### src/esd_pkg.sv
// Shared widths, signature codes and types for the engine signature detector.
// No dependencies; every other file imports this package.
`default_nettype none
package esd_pkg;

   localparam int WORD_W   = 32;
   localparam int LEN_W    = 26;
   localparam int OFS_W    = 25;
   localparam int COUNT_W  = 24;
   localparam int WIN_DEPTH = 9;

   localparam logic [COUNT_W-1:0] COUNT_MAX = {COUNT_W{1'b1}};
   localparam logic [COUNT_W-1:0] WIN_FILL  = COUNT_W'(WIN_DEPTH - 1);

   // Marker opcodes at the candidate offset
   localparam logic [WORD_W-1:0] MARK_A = 32'h4700_bc01;
   localparam logic [WORD_W-1:0] MARK_B = 32'h0000_4700;
   // Opcodes allowed in the word before the marker
   localparam logic [WORD_W-1:0] PREV_A = 32'hbc70_d1f1;
   localparam logic [WORD_W-1:0] PREV_B = 32'hbc01_bcf0;
   localparam logic [WORD_W-1:0] PREV_C = 32'hbc70_ddf0;
   // I/O register addresses twelve bytes after the marker
   localparam logic [WORD_W-1:0] IO_A = 32'h0400_0100;
   localparam logic [WORD_W-1:0] IO_B = 32'h0400_0200;
   localparam logic [WORD_W-1:0] IO_C = 32'h0400_00e0;

   localparam logic [3:0] POLY_MAX = 4'd12;
   localparam logic [3:0] RATE_MIN = 4'd1;
   localparam logic [3:0] RATE_MAX = 4'd12;
   localparam logic [3:0] DACN_MIN = 4'd8;
   localparam logic [3:0] DACN_MAX = 4'd11;

   // Window slots, newest first
   localparam int SLOT_LEVELS = 0;
   localparam int SLOT_PARAM  = 1;
   localparam int SLOT_IO     = 4;
   localparam int SLOT_MARK   = 7;
   localparam int SLOT_PREV   = 8;

   typedef logic [WIN_DEPTH-1:0][WORD_W-1:0] esd_window_type;

   typedef struct packed {
      esd_window_type     window;
      logic [COUNT_W-1:0] count;
      logic               done;
   } esd_scan_type;

   typedef struct packed {
      logic             hit;
      logic [OFS_W-1:0] offset;
   } esd_match_type;

endpackage
`default_nettype wire

### src/esd_window.sv
// Scan state: nine-word history window, saturating word count and done flag.
// Depends on esd_pkg.
`default_nettype none
module esd_window
   import esd_pkg::*;
(
   input  wire logic              clock,
   input  wire logic              reset,
   input  wire logic              step,
   input  wire logic [WORD_W-1:0] word,
   input  wire logic              last,
   input  wire logic              hit,
   output esd_scan_type           scan
);

   esd_window_type     window_ff, window_in;
   logic [COUNT_W-1:0] count_ff, count_in;
   logic               done_ff, done_in;

   always_comb begin
      window_in = window_ff;
      count_in  = count_ff;
      done_in   = done_ff;
      if (step) begin
         if (last) begin
            // end of image: back to the empty scan
            window_in = '0;
            count_in  = '0;
            done_in   = 1'b0;
         end else begin
            window_in = {window_ff[WIN_DEPTH-2:0], word};
            if (count_ff != COUNT_MAX) begin
               count_in = count_ff + COUNT_W'(1);
            end
            done_in = done_ff | hit;
         end
      end
   end

   always_ff @(posedge clock) begin
      if (reset) begin
         window_ff <= '0;
         count_ff  <= '0;
         done_ff   <= 1'b0;
      end else begin
         window_ff <= window_in;
         count_ff  <= count_in;
         done_ff   <= done_in;
      end
   end

   assign scan.window = window_ff;
   assign scan.count  = count_ff;
   assign scan.done   = done_ff;

endmodule
`default_nettype wire

### src/esd_match.sv
// Signature compare for the candidate offset against the current word.
// Depends on esd_pkg; purely combinational.
`default_nettype none
module esd_match
   import esd_pkg::*;
(
   input  wire esd_scan_type      scan,
   input  wire logic [WORD_W-1:0] word,
   input  wire logic [LEN_W-1:0]  rom_length,
   output esd_match_type          result
);

   logic [WORD_W-1:0]  mark, prev, io, par, levels;
   logic [3:0]         poly, vol, rate, dacn;
   logic [COUNT_W-1:0] cand;
   logic [LEN_W-1:0]   ofs;
   logic [LEN_W:0]     ofs_end;
   logic [11:0]        lev12;
   logic [LEN_W:0]     tbl;
   logic               codes_ok, par_ok, len_ok;

   always_comb begin
      mark   = scan.window[SLOT_MARK];
      prev   = scan.window[SLOT_PREV];
      io     = scan.window[SLOT_IO];
      par    = scan.window[SLOT_PARAM];
      levels = scan.window[SLOT_LEVELS];

      poly = par[11:8];
      vol  = par[15:12];
      rate = par[19:16];
      dacn = par[23:20];

      codes_ok = (mark == MARK_A || mark == MARK_B)
               && (prev == PREV_A || prev == PREV_B || prev == PREV_C)
               && (io == IO_A || io == IO_B || io == IO_C);
      par_ok = (vol != 4'd0) && (poly <= POLY_MAX)
             && (dacn >= DACN_MIN) && (dacn <= DACN_MAX)
             && (rate >= RATE_MIN) && (rate <= RATE_MAX)
             && (levels[WORD_W-1:8] == '0);

      // candidate offset is four bytes per word, eight words back
      cand    = scan.count - WIN_FILL;
      ofs     = {cand, 2'b00};
      ofs_end = {1'b0, ofs} + (LEN_W+1)'(36);
      // song table end: low address bits plus twelve times the level count
      lev12   = {1'b0, levels[7:0], 3'b000} + {2'b00, levels[7:0], 2'b00};
      tbl     = {1'b0, word[LEN_W-1:0]} + (LEN_W+1)'(lev12);
      len_ok  = (ofs_end < {1'b0, rom_length}) && (tbl < {1'b0, rom_length});

      result.hit    = !scan.done && (scan.count >= WIN_FILL) && codes_ok && par_ok && len_ok;
      result.offset = ofs[OFS_W-1:0];
   end

endmodule
`default_nettype wire

### src/engine_signature_detector_top.sv
// Top level of the engine signature detector: input register, scan state,
// signature compare and result register. Depends on esd_pkg, esd_window, esd_match.
//
// Usage:
//  - req_ channel: one aligned 32-bit little-endian image word per item,
//    starting at byte 0, with req_last_word set on the final word.
//  - rsp_ channel: at most one item per image. rsp_found = 1 with the byte
//    offset of the marker word at the first match; rsp_found = 0 with offset
//    zero when the final word passes without a match. Nothing after a match.
//  - csr_ channel: writes rom_length (bytes). csr_ready is always high;
//    write it only while no word is in flight.
// Path: the word that causes a result passes the input register, then the
// result register. The compare is fixed logic on the window.
// Throughput: one word per cycle while rsp_stall holds no waiting result.
// Stall: while rsp_stall holds a waiting result, the word in the input
// register waits too and req_stall rises; a register stage on each side
// keeps both moving when rsp_stall is low.
// Reset: synchronous, clears rom_length, the window, the word count, the
// done flag and both valid bits. After the final word the scan state returns
// to empty by itself, ready for the next image.
`default_nettype none
module engine_signature_detector_top
   import esd_pkg::*;
(
   input  wire logic              clock,
   input  wire logic              reset,
   // image words
   input  wire logic              req_valid,
   output      logic              req_stall,
   input  wire logic [WORD_W-1:0] req_rom_word,
   input  wire logic              req_last_word,
   // results
   output      logic              rsp_valid,
   input  wire logic              rsp_stall,
   output      logic              rsp_found,
   output      logic [OFS_W-1:0]  rsp_engine_offset,
   // rom_length register
   input  wire logic              csr_valid,
   output      logic              csr_ready,
   input  wire logic [LEN_W-1:0]  csr_wdata
);

   logic [LEN_W-1:0]  rom_length_ff, rom_length_in;

   // input register
   logic              s1_valid_ff, s1_valid_in;
   logic [WORD_W-1:0] s1_word_ff, s1_word_in;
   logic              s1_last_ff, s1_last_in;

   // result register
   logic              out_valid_ff, out_valid_in;
   logic              out_found_ff, out_found_in;
   logic [OFS_W-1:0]  out_offset_ff, out_offset_in;

   logic              advance, s1_fire, emit;
   esd_scan_type      scan;
   esd_match_type     match;

   // advance whenever the result register is empty or being drained
   assign advance   = !out_valid_ff || !rsp_stall;
   assign s1_fire   = s1_valid_ff && advance;
   assign req_stall = s1_valid_ff && !advance;
   assign csr_ready = 1'b1;

   esd_window u_window (
      .clock (clock),
      .reset (reset),
      .step  (s1_fire),
      .word  (s1_word_ff),
      .last  (s1_last_ff),
      .hit   (match.hit),
      .scan  (scan)
   );

   esd_match u_match (
      .scan       (scan),
      .word       (s1_word_ff),
      .rom_length (rom_length_ff),
      .result     (match)
   );

   // a match wins; otherwise the final word reports not-found unless done
   assign emit = s1_fire && (match.hit || (s1_last_ff && !scan.done));

   always_comb begin
      rom_length_in = rom_length_ff;
      if (csr_valid && csr_ready) begin
         rom_length_in = csr_wdata;
      end

      s1_valid_in = s1_valid_ff;
      s1_word_in  = s1_word_ff;
      s1_last_in  = s1_last_ff;
      if (!req_stall) begin
         // take a new word or drop the consumed one
         s1_valid_in = req_valid;
         if (req_valid) begin
            s1_word_in = req_rom_word;
            s1_last_in = req_last_word;
         end
      end

      out_valid_in  = out_valid_ff;
      out_found_in  = out_found_ff;
      out_offset_in = out_offset_ff;
      if (advance) begin
         out_valid_in = emit;
         if (emit) begin
            out_found_in  = match.hit;
            out_offset_in = match.hit ? match.offset : '0;
         end
      end
   end

   always_ff @(posedge clock) begin
      if (reset) begin
         rom_length_ff <= '0;
         s1_valid_ff   <= 1'b0;
         out_valid_ff  <= 1'b0;
      end else begin
         rom_length_ff <= rom_length_in;
         s1_valid_ff   <= s1_valid_in;
         out_valid_ff  <= out_valid_in;
      end
   end

   // payload: hold unless loaded
   always_ff @(posedge clock) begin
      s1_word_ff    <= s1_word_in;
      s1_last_ff    <= s1_last_in;
      out_found_ff  <= out_found_in;
      out_offset_ff <= out_offset_in;
   end

   assign rsp_valid         = out_valid_ff;
   assign rsp_found         = out_found_ff;
   assign rsp_engine_offset = out_offset_ff;

endmodule
`default_nettype wire

### config.mk
export PLATFORM = sky130hd
export DESIGN_NAME = engine_signature_detector_top
export DESIGN_NICKNAME = d
export VERILOG_FILES = /design/src/esd_pkg.sv /design/src/esd_window.sv /design/src/esd_match.sv /design/src/engine_signature_detector_top.sv
export SDC_FILE = /design/constraint.sdc
export NUM_CORES = 1
export LEC_CHECK = 0
export ABC_CLOCK_PERIOD_IN_PS = 11750
export BUFFER_PORTS_ARGS = -buffer_cell sky130_fd_sc_hd__buf_4
export CAP_MARGIN = 20
export CORE_MARGIN = 5
export CORE_UTILIZATION = 66
export CTS_CLUSTER_DIAMETER = 50
export DETAILED_ROUTE_END_ITERATION = 6
export PLACE_DENSITY = 0.89
export SETUP_SLACK_MARGIN = 0.5
export SLEW_MARGIN = 25
export SYNTH_ARGS = -nofsm -noshare
export SYNTH_HDL_FRONTEND = slang
export SYNTH_SLANG_ARGS = --single-unit
### constraint.sdc
create_clock -name clock -period 11.75 [get_ports clock]
set_input_delay 1.175 -clock clock [delete_from_list [all_inputs] [get_ports clock]]
set_output_delay 1.175 -clock clock [all_outputs]
set_load 0.005 [all_outputs]
=== After elaboration in Yosys (flattened, before gate mapping) ===
Cells that the tools add are included.

* $add $sub $neg: 5
* $mul: 0
* Div/mod/pow operators: 0
* $lt $le $gt $ge: 8
* Eq/ne operators: 9
* Shift operators: 0
* Mux-type cells: 4
* Bitwise operators: 2
* Reductions and logical operators: 34

{| class="wikitable"
|+ Operators by type and width
! operator !! number
|-
| two-way mux 288 bit || 1
|-
| equality test 32 x 27 -> 1 bit, second input constant || 3
|-
| equality test 32 bit, second input constant || 3
|-
| less-than comparator 27 x 26 -> 1 bit || 2
|-
| two-way mux 24 bit || 2
|-
| equality test 32 x 15 -> 1 bit, second input constant || 1
|-
| equality test 32 x 31 -> 1 bit, second input constant || 1
|-
| adder 26 x 12 -> 27 bit || 1
|-
| adder 26 x 6 -> 27 bit, second input constant || 1
|-
| adder 24 x 1 -> 24 bit, second input constant || 1
|-
| greater-or-equal comparator 24 x 4 -> 1 bit, second input constant || 1
|-
| logical NOT 24 bit || 1
|-
| != test 24 bit, second input constant || 1
|-
| subtractor 24 x 4 -> 24 bit, second input constant || 1
|-
| logical AND 1 bit || 17
|-
| adder 11 x 10 -> 12 bit || 1
|-
| <= comparator 4 bit, second input constant || 3
|-
| logical OR 1 bit || 7
|-
| AND reduction 2 bit || 3
|-
| greater-or-equal comparator 4 x 1 -> 1 bit, second input constant || 1
|-
| greater-or-equal comparator 4 bit, second input constant || 1
|-
| logical NOT 1 bit || 4
|-
| nonzero test 4 bit || 1
|-
| nonzero test 2 bit || 1
|-
| 3 further kinds || 3
|}

* Flip-flop bits (word level): 400
* Latch bits: 0
* Memory bits (writable): 0
* Bits in read-only memories: 0
* Input port bits: 64
* Output and inout bits: 29
* Logic and storage cells: 81
* Memories kept: 0

=== Logic depth before layout (Yosys ltp) ===
Gate-level depths: netlist of the first run.

* Depth in word-level cells: 12
* Depth in mapped cells: 23
* Depth with buffers taken out: 21

=== Cells and area by module ===
A second synthesis of the first run with hierarchy kept.

* Cells, all modules: 2,121
* Area, all modules: 18,622.9 µm²

{| class="wikitable"
|+ Modules (own cells, without submodules)
! module !! times used !! cells an instance !! area each (µm²) !! sequential area each (µm²)
|-
| esd_window || 1 || 1,447 || 12,075.3 || 6,266.0
|-
| esd_match || 1 || 489 || 3,555.9 || 0.0
|-
| engine_signature_detector_top || 1 || 185 || 2,991.6 || 2,332.2
|}

=== Worst setup path after synthesis of the first run ===
Ideal clock, no wire load.

* Path kind: reg2reg
* From: reg u_window.count_ff[3]
* To: reg out_offset_ff[10] (netlist: rsp_engine_offset[10]) (enable)
* Setup time: 413 ps
* Arrival: 5,824 ps
* Data required time: 11,337 ps
* Path slack: 5,513 ps
* Cell stages (with the launch flop): 22
* Buffers on the path: 3
* Clock period less this slack: 6,237 ps
* Path through: dfxtp_1 -> clkbuf_1 -> inv_1 -> ha_1 -> buf_4 -> or4b_1 -> buf_6 -> nor2_4 -> xnor2_1 -> or4_4 -> nor4_4 -> and4bb_2 -> o22ai_1 -> xor2_1 -> ha_1 -> nand4_1 -> nor4_1 -> a22o_1 -> o41a_1 -> nor4b_1 -> o311ai_4 -> a21oi_1

{| class="wikitable"
|+ RTL lines
! what !! RTL line !! RTL
|-
| from (decl) || esd_window.sv:17 || <nowiki>logic [COUNT_W-1:0] count_ff, count_in;</nowiki>
|-
| from (signal assigned) || esd_window.sv:47 || <nowiki>count_ff <= count_in;</nowiki>
|-
| to (signal assigned) || engine_signature_detector_top.sv:132 || <nowiki>out_offset_ff <= out_offset_in;</nowiki>
|-
| to (decl) || engine_signature_detector_top.sv:53 || <nowiki>logic [OFS_W-1:0] out_offset_ff, out_offset_in;</nowiki>
|}

==> results.ini, run 1 <==
[detailed_routing]
post-route-drc-count=0
viasPerCell=5.98
wire_per_inst_um=17.7
drtPass1Iterations=5
ant_nets=0
drt-total-wl_um=43600
vias=14800
first_iter_violations=1704

[clock_network]
cts_root_buf=clkbuf_16
cts_num_sinks=398
clkTransAtPathRegs_ns=0.06
postCtsSetupBuffers=0
cts_tree=done
cts_hold_buf=0
clk_path_buf_depth=3
clock_latency_ns=0.53
post_cts_resized=0
numCtsBuffers=41
cts_htree_levels=2

[logic_synthesis]
postSynthCellCount=2096
ys_types=75
yosys_most_used_dff=dfxtp_1
synth.cell_area_um2=17600
yosys_warnings=0
avgSynthCellArea_um2=8.40
async_flop_share_pct=0
seq_area_frac_synth_pct=48.5
synth-edff-count=57
synth-seq-cells=398

[critical_path]
r2r_slack_ns=5.52
cp-end-kind=flip-flop
worstPathMaxFanout=25
path_class=reg -> reg
arrival_ns=6.43
start_kind=flip-flop
required_ns=11.95

[worst_hold_path]
hold_class=reg -> reg

[floorplanning]
design.core.area_um2=26200
start_util_pct=67.2
die_x_um=173
boundaryPins=93
die_area_um2=30100
die_h_um=173
rows=59

[power]
vdd_drop_max_uv=147
leakage_uw=0.00712
power_density_nw_per_um2=145

[timing]
final-hold-violation-count=0
whs_ns=0.448
worstMarginPinSlew_ns=1.04
grt_setup_unrepaired=false
setup_viol=0
fmax_mhz=160
fin_setup_tns_ns=0
fin_crit_ns=6.23
slew_headroom_pct=30.9
finalMaxSlewViolations=0
fin_crit_sh_pct=53.0
fin_skew_ns=0.0130

[placement]
portBuffers=89
gp_congestion=0.898
dp_hpwl_um=29100

[flow_run]
cap_violations=0

[finish]
finalNetCount=2244
final_core_util_pct=74.7
area_delta_synth_final_pct=11.1
post_route_cells_drive_above_1_share_pct=9.46
num_antenna_cells=0

[global_route]
antenna_found_initial=0
grtUsageTotal_pct=27.8
grt_pass1_wl_um=70000
overflow=0
grt_pass1_vias=13800
grt_max_degree=124

[status]
outcome=completed

==> critical path, cell delays in order, from the launching register on <==
cell      delay [ns]
dfxtp_1         0.42
inv_1           0.19
ha_1            0.39
or4b_1          0.73
nor2_4          0.17
xnor2_1         0.11
or4_4           0.59
nor4_4          0.24
nand2_1         0.14
o22ai_1         0.21
xor2_1          0.20
ha_1            0.27
nand4_1         0.10
nor4_1          0.08
a22o_1          0.20
o41a_1          0.38
nor4b_1         0.50
o311ai_4        0.17
buf_4           0.27
a21oi_2         0.15
buf_4           0.34
==> flip-flops by register name (all words and copies together), names as in the netlist <==
name / cells
rsp_found: 1
s1_last_ff: 1
rsp_engine_offset: 23
u_window.scan: 288
rom_length_ff: 26
u_window.count_ff: 24
u_window.done_ff: 1
rsp_valid: 1
s1_word_ff: 32
s1_valid_ff: 1
==> where the power goes <==
group | switching [uW] | internal [uW]
combinational | 124 | 64.6
clock | 527 | 712
sequential | 18.9 | 1400
==> cells in the final DEF, fill, tap and decap left out, types with 4 or more instances in the layout <==
| master | count |
|---|---|
| or3_1 | 8 |
| fa_1 | 8 |
| nand2b_1 | 5 |
| clkbuf_1 | 9 |
| clkbuf_16 | 42 |
| nor2_2 | 11 |
| a211oi_1 | 9 |
| clkbuf_8 | 8 |
| o22ai_1 | 4 |
| or2_2 | 6 |
| nand2_1 | 618 |
| o21ai_0 | 23 |
| ha_1 | 65 |
| and2_1 | 4 |
| dfxtp_1 | 341 |
| nand4_1 | 30 |
| nand3_1 | 20 |
| and4_1 | 5 |
| nor2b_1 | 7 |
| buf_4 | 96 |
| inv_1 | 42 |
| xnor2_1 | 53 |
| o211ai_1 | 7 |
| clkinv_2 | 5 |
| and3_1 | 12 |
| or4_1 | 8 |
| mux2i_1 | 28 |
| a21boi_0 | 4 |
| nor4b_1 | 13 |
| a21o_1 | 7 |
| nor2_1 | 105 |
| nor4_1 | 38 |
| xor2_1 | 22 |
| edfxtp_1 | 57 |
| nor3_1 | 19 |
| a21oi_1 | 318 |
==> kinds of logic (layout without fill, tap and decap cells) <==
kind of cell | count (synthesis) | in the layout | share of synthesized area, %
adder cells (fa/ha/maj) | 73 | 73 | 5.53
multiplexers | 28 | 28 | 1.59
AND/OR/NAND/NOR | 942 | 942 | 23.9
AO/OA/AOI/OAI | 403 | 403 | 12.6
buffers and inverters | 175 | 213 | 4.08
XOR/XNOR | 75 | 75 | 3.73
flip-flops | 398 | 398 | 48.5
other | 2 | 3 | 0.0426
==> layout make-up <==
type / count / area [um2]
clock buffers: 59 / 1190
well taps: 335 / 419
multi-input cells: 1524 / 8390
flip-flops and latches: 398 / 8540
repair buffers: 99 / 763
clock inverters: 12 / 100
fillers: 1803 / 6640
inverters: 43 / 161
==> metrics by stage <==
stage,total power (uW),instances,cell area (um2),setup WS [ns]
3_5_place_dp,1630,2398,18300,5.60
6_report,2850,2470,19600,5.52
4_1_cts,2850,2469,19500,5.55
5_1_grt,2940,2470,19600,5.16
3_3_place_gp,1620,2398,18200,5.74
2_1_floorplan,1570,2097,17600,5.51
==> final timing paths <==
path | startpoint | endpoint | depth (start not counted)
worst max-delay path | u_window.count_ff[3]$_SDFFE_PP0P_ | rsp_engine_offset[24]$_SDFFCE_PN0P_ | 20
worst min-delay path | u_window.scan[192]$_SDFFE_PP0P_ | u_window.scan[224]$_SDFFE_PP0P_ | 2
worst max register to register | u_window.count_ff[3]$_SDFFE_PP0P_ | rsp_engine_offset[24]$_SDFFCE_PN0P_ | 20
worst min register to register | u_window.scan[192]$_SDFFE_PP0P_ | u_window.scan[224]$_SDFFE_PP0P_ | 2
==> synthesized netlist by cell type, types with 12 or more instances <==
master    instances  area [um2]
nand2_1         619        2320
dfxtp_1         341        6830
a21oi_1         319        1600
clkbuf_1        113         424
nor2_1          105         394
ha_1             65         813
edfxtp_1         57        1710
xnor2_1          53         464
inv_1            42         158
nor4_1           38         238
nand4_1          30         188
mux2i_1          28         280
o21ai_0          23         115
xor2_1           22         193
nand3_1          20         100
nor3_1           19        95.1
nor4b_1          13         114
and3_1           12        75.1
==> metal layers <==
| metal | vias to the layer above | global-route usage (%) | part of all wire [%] |
|---|---|---|---|
| met2 | 528 | 45.1 | 48 |
| met5 | - | 0 | 0 |
| met3 | 91 | 3.99 | 6.8 |
| met1 | 7047 | 39.4 | 43 |
| li1 | 7115 | - | - |
| met4 | 0 | 7.02 | 2.2 |
Note: power is estimated with default switching activity, not from simulation.
==> run 2: changes to the inputs <==
Settings changed: ABC_CLOCK_PERIOD_IN_PS 11750 to 5900, CORE_UTILIZATION 66 to 61, PLACE_DENSITY 0.89 to 0.84.
Clock period 11.75 ns to 5.9 ns, I/O delays scaled along.
==> results.ini, run 2 (synthesis results as in run 1) <==
[finish]
area_delta_synth_final_pct=13.9
stdcell_area_um2=20100  ; +2.5%
final_cell_mix=617 x nand2_1, 339 x dfxtp_1, 315 x a21oi_1, 109 x buf_4, 105 x nor2_1
final_common_cell=nand2_1
fill_cells=2177  ; +21%
num_antenna_cells=0  ; unchanged
finalNetCount=2262  ; +0.80%
largest_reg_flops=288  ; unchanged
final_cells=2539  ; +2.8%
post_route_cells_drive_above_1_share_pct=11.3  ; +1.9 points

[placement]
dp_cells=2453  ; +2.3%
gp_congestion=0.914  ; +1.8%
portBuffers=89  ; unchanged
place_area_um2=18400  ; +0.93%
dp_hpwl_um=29500  ; +1.5%
pre_cts_slack_ns=0.227  ; -5.37 ns

[timing]
finalMaxSlewViolations=0  ; unchanged
fmax_mhz=189  ; +18%
grt_setup_unrepaired=false
worstMarginPinSlew_ns=1.02  ; -0.0187 ns
fin_skew_ns=0.0200  ; +0.00704 ns
whs_ns=0.213  ; -0.235 ns
fin_crit_sh_pct=89.5  ; +36 points
setup_viol=0  ; unchanged
fin_ws_ns=0.617  ; -4.90 ns
final-hold-violation-count=0  ; unchanged
slew_headroom_pct=32.1  ; +1.2 points
fin_crit_ns=5.28  ; -0.950 ns
fin_setup_tns_ns=0  ; unchanged

[floorplanning]
die_area_um2=32400  ; +7.7%
boundaryPins=93  ; unchanged
die_x_um=180  ; +3.8%
design.core.area_um2=28600  ; +9.2%
rows=62  ; +5.1%
die_h_um=180  ; +3.8%
start_util_pct=61.5  ; -5.7 points

[power]
power_density_nw_per_um2=285  ; +96%
swShare_pct=23.5  ; -0.032 points
internal_power_uw=4380  ; +100%
p_seq_share_pct=49.3  ; -0.5 points
pwr-share-clk_pct=43.7  ; +0.2 points
vdd_drop_max_uv=284  ; +94%
leakage_uw=0.00732  ; +2.7%
p_switching_uw=1350  ; +100%
power_frac_comb_pct=7.0  ; +0.4 points

[worst_hold_path]
hold_class=in -> reg

[detailed_routing]
first_iter_violations=1330  ; -22%
vias=14700  ; -0.56%
ant_nets=0  ; unchanged
drt-total-wl_um=44000  ; +0.93%
drtPass1Iterations=6  ; +1
wire_per_inst_um=17.3  ; -1.8%
post-route-drc-count=0  ; unchanged
viasPerCell=5.79  ; -3.3%

[critical_path]
required_ns=6.16  ; -5.79 ns
start_kind=flip-flop
r2r_end=rsp_engine_offset[3]$_SDFFCE_PN0P_
worstPathMaxFanout=7  ; -72%
critPathCapture=rsp_engine_offset[3]$_SDFFCE_PN0P_
cp-end-kind=flip-flop
worstRegToRegCells=20  ; unchanged
path_class=reg -> reg
r2r_slack_ns=0.62  ; -4.90 ns
reg2reg_from=s1_word_ff[4]$_DFFE_PP_
arrival_ns=5.54  ; -0.89 ns
setup.worst_path.start=s1_word_ff[4]$_DFFE_PP_

[clock_network]
numCtsBuffers=40  ; -2.4%
clkTransAtPathRegs_ns=0.06  ; about the same
cts_num_sinks=398  ; unchanged
clock_latency_ns=0.55  ; +0.02 ns
cts_tree=done
cts_root_buf=clkbuf_16
cts_htree_levels=2  ; unchanged
clk_path_buf_depth=3  ; unchanged

[global_route]
grt_pass1_vias=13600  ; -1.3%
antenna_found_initial=0  ; unchanged
grt_pass1_wl_um=70200  ; +0.23%
overflow=0  ; unchanged
grt_max_degree=278  ; +120%
grtUsageTotal_pct=25.8  ; -2.0 points

[status]
outcome=completed

[flow_run]
cap_violations=0  ; unchanged

run 2: cell type report:
type	instances	area, um2	area share [%]
Inverter	43	161	0.805
Timing Repair Buffer	118	1000	4.99
Clock inverter	13	163	0.811
Multi-Input combinational cell	1524	8570	42.7
Clock buffer	59	1140	5.70
Sequential cell	398	8540	42.6
Tap cell	384	480	2.39
run 2: worst min-delay path by stage:
stage,from,end,slack [ns],cells past startpoint
floorplan,u_window.scan[312]$_SDFFE_PP0P_,u_window.scan[312]$_SDFFE_PP0P_,0.43,2
global placement,u_window.scan[134]$_SDFFE_PP0P_,u_window.scan[166]$_SDFFE_PP0P_,0.43,2
detailed placement,u_window.scan[135]$_SDFFE_PP0P_,u_window.scan[167]$_SDFFE_PP0P_,0.44,2
CTS,req_rom_word[4],s1_word_ff[4]$_DFFE_PP_,0.20,1
global route,req_rom_word[4],s1_word_ff[4]$_DFFE_PP_,0.20,1
finish,req_rom_word[4],s1_word_ff[4]$_DFFE_PP_,0.21,1
run 2: timing repair:
| action | in CTS | in global routing |
|---|---|---|
| pin swaps | 1 | 15 |
| endpoints found under the hold margin | 0 | 0 |
| endpoints found under the setup margin | 49 | 50 |
| buffers inserted | 0 | 11 |
| gates resized for setup | 8 | 29 |
| gates cloned | 0 | 2 |
| hold buffers | 0 | 0 |
run 2: power groups by stage:
stage,Combinational [uW],Sequential [uW],Clock [uW]
global placement,354,2880,0
detailed placement,368,2880,0
global route,441,2830,2660
CTS,375,2820,2530
floorplan,260,2870,0
finish,399,2820,2500
run 2: worst max-delay path, stage by stage (launching register included):
cell and delay (ns):
edfxtp_1 0.40, fa_1 0.49, ha_1 0.34, a21oi_2 0.16
o211ai_1 0.15, o41a_1 0.42, a21o_1 0.21, a21o_1 0.21
and2_4 0.20, nand3_1 0.10, xnor2_1 0.13, ha_1 0.27
a21o_1 0.18, a211oi_2 0.21, o21ai_0 0.11, o211ai_1 0.12
nand4_1 0.19, nor4b_4 0.39, o311ai_4 0.17, a21oi_4 0.31
clkbuf_16 0.22
run 2: layer usage:
metal | GRT usage (%) | part of all wire, % | vias up
met1 | 36.5 | 44 | 6951
met5 | 0 | 0 | -
li1 | - | - | 7164
met4 | 9.05 | 3.2 | 0
met3 | 3.58 | 6.4 | 113
met2 | 40.9 | 46 | 470
run 2: stage by stage:
step	power, uW	util (%)
6_report	5720	70.1
5_1_grt	5930	70.1
4_1_cts	5730	69.1
3_5_place_dp	3250	64.4
3_3_place_gp	3240	64.3
2_1_floorplan	3130	-
==> run 3: changes to the inputs <==
Settings changed: ABC_CLOCK_PERIOD_IN_PS 5900 to 5520.
Clock period 5.9 ns to 5.52 ns, I/O delays scaled along.
==> results.ini, run 3 (synthesis results as in run 1) <==
[timing]
finalMaxSlewViolations=0  ; unchanged
setup_viol=0  ; unchanged
fin_setup_tns_ns=0  ; unchanged
whs_ns=0.172  ; -0.0410 ns
fin_skew_ns=0.0185  ; -0.00157 ns
fin_crit_sh_pct=93.5  ; +4.0 points
fmax_mhz=194  ; +2.3%
final-hold-violation-count=0  ; unchanged
worstMarginPinSlew_ns=1.21  ; +0.193 ns
fin_ws_ns=0.358  ; -0.259 ns
grt_setup_unrepaired=true
fin_crit_ns=5.16  ; -0.121 ns
slew_headroom_pct=19.3  ; -13 points

[clock_network]
cts_hold_buf=0  ; unchanged
cts_htree_levels=2  ; unchanged
cts_root_buf=clkbuf_16
numCtsBuffers=42  ; +5.0%
clock_latency_ns=0.56  ; about the same
clk_path_buf_depth=3  ; unchanged
clkTransAtPathRegs_ns=0.06  ; about the same
cts_num_sinks=398  ; unchanged
cts_tree=done

[critical_path]
cp-end-kind=flip-flop
worstPathMaxFanout=6  ; -1
path_class=reg -> reg
required_ns=5.78  ; -0.38 ns
arrival_ns=5.43  ; -0.11 ns
start_kind=flip-flop

[floorplanning]
die_x_um=180  ; unchanged
start_util_pct=61.5  ; unchanged
rows=62  ; unchanged
die_h_um=180  ; unchanged
boundaryPins=93  ; unchanged
design.core.area_um2=28600  ; unchanged
die_area_um2=32400  ; unchanged

[worst_hold_path]
hold_class=in -> reg

[placement]
dp_hpwl_um=28300  ; -4.2%
gp_congestion=0.931  ; +1.8%
portBuffers=89  ; unchanged
pre_cts_slack_ns=0.0954  ; -0.132 ns
dp_cells=2454  ; +0.041%

[detailed_routing]
top_layer_used=met4
vias=14800  ; +0.56%
wire_per_inst_um=17.0  ; -2.1%
drt-met1-wl_um=18400  ; -5.2%
first_iter_violations=1578  ; +19%
wl_met2_um=20600  ; +1.1%
viasPerCell=5.78  ; -0.18%
route.met3.wl_um=3280  ; +17%
ant_nets=0  ; unchanged
drt-total-wl_um=43400  ; -1.4%
drtPass1Iterations=5  ; -1
post-route-drc-count=0  ; unchanged

[global_route]
grtUsageTotal_pct=25.5  ; -0.34 points
overflow=0  ; unchanged
grt_pass1_wl_um=69600  ; -0.84%
antenna_found_initial=0  ; unchanged
grt_pass1_vias=13700  ; +1.0%
grt_max_degree=290  ; +4.3%

[finish]
final_cells=2558  ; +0.75%
num_antenna_cells=0  ; unchanged
post_route_cells_drive_above_1_share_pct=12.1  ; +0.82 points
largest_reg_flops=288  ; unchanged
final_cell_mix=618 x nand2_1, 339 x dfxtp_1, 316 x a21oi_1, 121 x buf_4, 103 x nor2_1
final_core_util_pct=70.9  ; +0.83 points
finalNetCount=2280  ; +0.80%
final_common_cell=nand2_1
area_delta_synth_final_pct=15.3

[flow_run]
cap_violations=0  ; unchanged

[power]
leakage_uw=0.00744  ; +1.6%
power_density_nw_per_um2=306  ; +7.3%
vdd_drop_max_uv=331  ; +16%

[status]
outcome=completed

run 3: cell count changes in the layout (fill, tap and decap cells not counted), sizes merged:
cell	delta
clkinvlp	+1
bufinv	-1
inv	+3
clkbuf	+7
buf	+16
clkinv	-7
run 3: cell type report:
class | count | area (um2)
Sequential cell | 398 | 8550
Multi-Input combinational cell | 1524 | 8540
Fill cell | 2128 | 8330
Clock buffer | 66 | 1240
Timing Repair Buffer | 134 | 1190
Tap cell | 384 | 480
Inverter | 43 | 166
Clock inverter | 9 | 125
run 3: per-layer routing:
layer	global-route usage, %	vias to the layer above
li1	-	7200
met1	35.4	6978
met2	40.6	496
met3	4.75	107
met4	7.95	0
met5	0	-
run 3: worst paths after layout:
kind                                                      start                             endpoint  slack (ns)  cells past startpoint
worst max-delay path                    s1_word_ff[3]$_DFFE_PP_  rsp_engine_offset[13]$_SDFFCE_PN0P_        0.36                     22
worst min-delay path                           req_rom_word[26]             s1_word_ff[26]$_DFFE_PP_        0.17                      1
worst max register to register          s1_word_ff[3]$_DFFE_PP_  rsp_engine_offset[13]$_SDFFCE_PN0P_        0.36                     22
worst min register to register  u_window.scan[221]$_SDFFE_PP0P_      u_window.scan[253]$_SDFFE_PP0P_        0.44                      2
run 3: critical path, stage by stage (launching register included):
cell and delay, ns:
edfxtp_1 0.42, fa_1 0.58, ha_2 0.20, inv_2 0.04, fa_2 0.34, nor2b_2 0.16
o21ai_2 0.09, a21boi_2 0.20, o21ai_2 0.09, a21oi_2 0.15, a41o_1 0.29, and4_1 0.22
xor2_1 0.17, ha_1 0.28, a211oi_2 0.25, o21ai_1 0.08, o211ai_1 0.12, nand4_1 0.18
nor4b_4 0.33, o311ai_4 0.17, a21oi_4 0.22, buf_12 0.16, buf_12 0.13
run 3: what timing repair did:
| action | CTS | global route |
|---|---|---|
| pin swaps | 25 | 17 |
| buffers inserted | 21 | 2 |
| setup endpoints to repair | 50 | 50 |
| gates resized for setup | 23 | 17 |
| gates cloned | 3 | 1 |
run 3: through the flow:
step | area (um2) | power [uW]
3_5_place_dp | 18500 | 3470
2_1_floorplan | 17700 | 3350
3_3_place_gp | 18500 | 3450
4_1_cts | 20100 | 6230
6_report | 20300 | 6220
5_1_grt | 20300 | 6430
run 3: power by group:
group | switching, uW | internal, uW | leakage (uW)
clock | 1160 | 1620 | 0.000662
sequential | 39.3 | 2980 | 0.00335
combinational | 270 | 156 | 0.00342
